File: config.mk
export PLATFORM = sky130hd
export DESIGN_NAME = lext_ram
export DESIGN_NICKNAME = d
export VERILOG_FILES = /design/src/hw/rtl/lext_ram.sv
export SDC_FILE = /design/constraint.sdc
export NUM_CORES = 1
export LEC_CHECK = 0
export BUFFER_PORTS_ARGS = -buffer_cell sky130_fd_sc_hd__buf_2
export CAP_MARGIN = 25
export CORE_MARGIN = 5
export CORE_UTILIZATION = 56
export CTS_BUF_LIST = sky130_fd_sc_hd__clkbuf_8
export DETAILED_ROUTE_END_ITERATION = 10
export GPL_TIMING_DRIVEN = 0
export PLACE_DENSITY = 0.77
export SLEW_MARGIN = 20
export SYNTH_ARGS = -nofsm -noshare
export SYNTH_HDL_FRONTEND = slang
export SYNTH_SLANG_ARGS = --single-unit
File: constraint.sdc
create_clock -name clk -period 2.25 [get_ports clk]
set_input_delay 0.675 -clock clk [delete_from_list [all_inputs] [get_ports clk]]
set_output_delay 0.675 -clock clk [all_outputs]
set_load 0.005 [all_outputs]
File: src/hw/rtl/lext_ram.sv
module lext_ram #(
  parameter int Width = 8,
  parameter int Depth = 16
) (
  input  logic                     clk,
  input  logic                     we,
  input  logic [$clog2(Depth)-1:0] waddr,
  input  logic [Width-1:0]         wdata,
  input  logic [$clog2(Depth)-1:0] raddr,
  output logic [Width-1:0]         rdata
);
  logic [Width-1:0] mem [Depth];

  always_ff @(posedge clk) begin
    if (we) begin
      mem[waddr] <= wdata;
    end
    rdata <= mem[raddr];
  end
endmodule

==> results.toml <==
[floorplan]
die_h_um = 106
die_area_um2 = 11200
core_area_um2 = 9110
chipWidth_um = 106
rows = 35
pin_count = 26
initial_utilization_pct = 56.5

[clock_network]
cts_tree = "built"
cts.sinks = 136
cts_resized = 0
clockRootBuffer = "clkbuf_8"
clk_pin_slew_ns = 0.08
clk_path_buf_depth = 2
h-tree-depth = 4
cts-buffers-inserted = 17
cts_setup_buffers = 0
cts_hold_buf = 0
clk_latency_ns = 0.42

[setup_path]
reg2reg_to = "rdata[2]"
crit_path_end_kind = "flip-flop"
reg2reg_slack_ns = 0.86
crit_family = "simple AND/OR/NAND/NOR gates"
crit_path_start_kind = "primary input"
cp_num_buf_inv = 1
crit_path_max_incr_delay_ns = 0.65
crit_fanout = 8
cp.arrival_ns = 1.99
required_ns = 2.30
path_cells = "buf_2 > or3b_2 > nor2_1"
critPathKind = "in2reg"
r2r_start = "mem[9][2]"
cp_slowest_cell = "nor2_1"
r2r_cells = 3

[layout]
n_antenna_cell = 0
finish.utilization_pct = 64.2
fill_cells = 592
drive_gt1_share_pct = 31.1
finalInstanceArea_um2 = 5850
nets = 291
area_growth_pct = 13.7

[pwr]
max-vdd-ir-drop_v = 0.000521
power.total_w = 0.00521
power.density_nw_per_um2 = 891
power_leakage_nw = 1.95

[detailed_routing]
wl_mm = 9.46
firstDrtPassIters = 4
wire_per_inst_um = 23.8
vias_per_cell = 6.13
drtIter0Drc = 171
drc = 0
detail-route-antenna-nets = 0
num_vias = 2432

[placed_design]
io_buffers = 24
hpwl_mm = 5.85
place.gp.congestion = 0.713
placed_area_um2 = 5430

[sta]
setup_viol = 0
slew_viol_final = 0
fin_crit_sh_pct = 86.1
rsz0062_at_grt = "no"
slew_headroom_pct = 45.7
layout_min_cycle_time_ns = 1.94
fin_skew_ns = 0.00692
hold_viol = 0
max_freq_mhz = 516
tightest_slew_ns = 0.812

[grt]
grtUsageTotal_pct = 18.3
first_global_vias = 2475
grt_start_max_net_pins = 17
grt_pass1_wl_mm = 14.5
antenna_found_initial = 0
globalRouteOverflowTotal = 0

[worst_hold_path]
holdPathEnd = "mem[7][6]"
hold_start = "wdata[6]"
whs_path_depth = 1
hold_path.class = "in2reg"

[yosys]
syn_inst = 229
netlist-cell-type-count = 19
ys_seq_area_share_pct = 77.8
ys_ff_latch = 136
synth_nets = 247
avgSynthCellArea_um2 = 22.5
syn_area_um2 = 5150
ys_warn_count = 0

[run_status]
outcome = "completed"

[flow_run]
maxCapViolCount = 0
==> where the power goes <==
group	internal (W)	switching (W)	total, W	leakage, nW
logic	0.000112	0.000154	0.000266	0.524
registers	0.00283	0.0000127	0.00284	1.22
clock network	0.00112	0.000985	0.00211	0.198
==> how the worst max path moves through the flow <==
stage	from	to	slack (ns)	depth (start not counted)
after floorplan	waddr[2]	mem[0][0]	0.08	2
after CTS	waddr[2]	mem[3][5]	0.32	3
after global placement	waddr[2]	mem[0][0]	-0.42	3
after global routing	waddr[2]	mem[3][5]	0.27	3
after detailed placement	waddr[2]	mem[3][0]	-0.14	3
final	waddr[2]	mem[3][5]	0.31	3
==> layout by cell type, fill, tap and decap left out <==
master / Yosys / layout
nor2b_1: 1 / 1
nand2b_1: 2 / 2
nand2_1: 9 / 9
clkbuf_8: 0 / 17
mux4_1: 14 / 14
or3b_2: 1 / 1
edfxtp_1: 128 / 128
mux4_2: 18 / 18
and2_1: 1 / 1
buf_6: 3 / 3
a22oi_1: 16 / 16
dfxtp_1: 8 / 8
buf_4: 1 / 1
nor3_1: 4 / 1
nand3b_1: 2 / 2
nor2_1: 13 / 13
inv_8: 0 / 1
nand3_1: 1 / 1
clkinv_4: 0 / 1
clkdlybuf4s25_2: 3 / 3
clkinvlp_4: 0 / 5
buf_2: 3 / 28
nor3_2: 0 / 3
inv_6: 0 / 5
and2b_1: 1 / 1
bufinv_16: 0 / 3
==> registers in the layout, summed over array words and instances (netlist names) <==
signal	count
mem	128
rdata	8
==> cell type report <==
| class | count | area [um^2] | area share (%) |
|---|---|---|---|
| tap | 111 | 139 | 2.37 |
| clock inverter | 15 | 191 | 3.27 |
| buffer | 10 | 86.3 | 1.48 |
| multi-input combinational | 83 | 1070 | 18.3 |
| clock buffer | 17 | 234 | 4.00 |
| timing repair buffer | 25 | 125 | 2.14 |
| sequential | 136 | 4000 | 68.4 |
==> cells by family (layout without fill, tap and decap cells) <==
family                 Yosys count  in the layout  share of synthesized area (%)
buffers and inverters           10             67                           1.68
AOI/OAI and AO/OA               16             16                           2.33
muxes                           32             32                           15.0
DFF                            136            136                           77.8
and+or+nand+nor                 35             35                           3.18
==> cells in the mapped netlist <==
library cell     number  area share (%)
buf_4                 1            0.15
and2_1                1            0.12
mux4_1               14             7.1
nor2_1               13            0.95
buf_2                 3            0.29
nor2b_1               1            0.12
nand3b_1              2            0.29
or3b_2                1            0.17
nand2_1               9            0.66
a22oi_1              16             2.3
mux4_2               18             7.9
nand2b_1              2            0.24
nor3_1                4            0.39
clkdlybuf4s25_2       3            0.58
and2b_1               1            0.15
dfxtp_1               8             3.1
edfxtp_1            128              75
buf_6                 3            0.66
nand3_1               1           0.097
==> metal layers <==
metal	part of all wire (%)	global-route usage, %	vias to the layer above	wire [um]
met3	7.2	4.35	13	681
met4	1.8	6.66	0	174
li1	-	-	1064	-
met1	42	26.6	1261	3970
met5	0	0	-	0
met2	49	27.3	94	4630
==> per-stage QoR <==
step / TNS, ns / hold slack (ns) / std cells / setup slack, ns
5_1_grt: 0 / 0.628 / 397 / 0.274
2_1_floorplan: 0 / 0.629 / 229 / 0.0821
3_5_place_dp: -3.29 / 0.680 / 365 / -0.136
3_3_place_gp: -7.06 / 0.653 / 364 / -0.418
4_1_cts: 0 / 0.618 / 397 / 0.321
6_report: 0 / 0.646 / 397 / 0.312
Note: power is estimated with default switching activity, not from simulation.
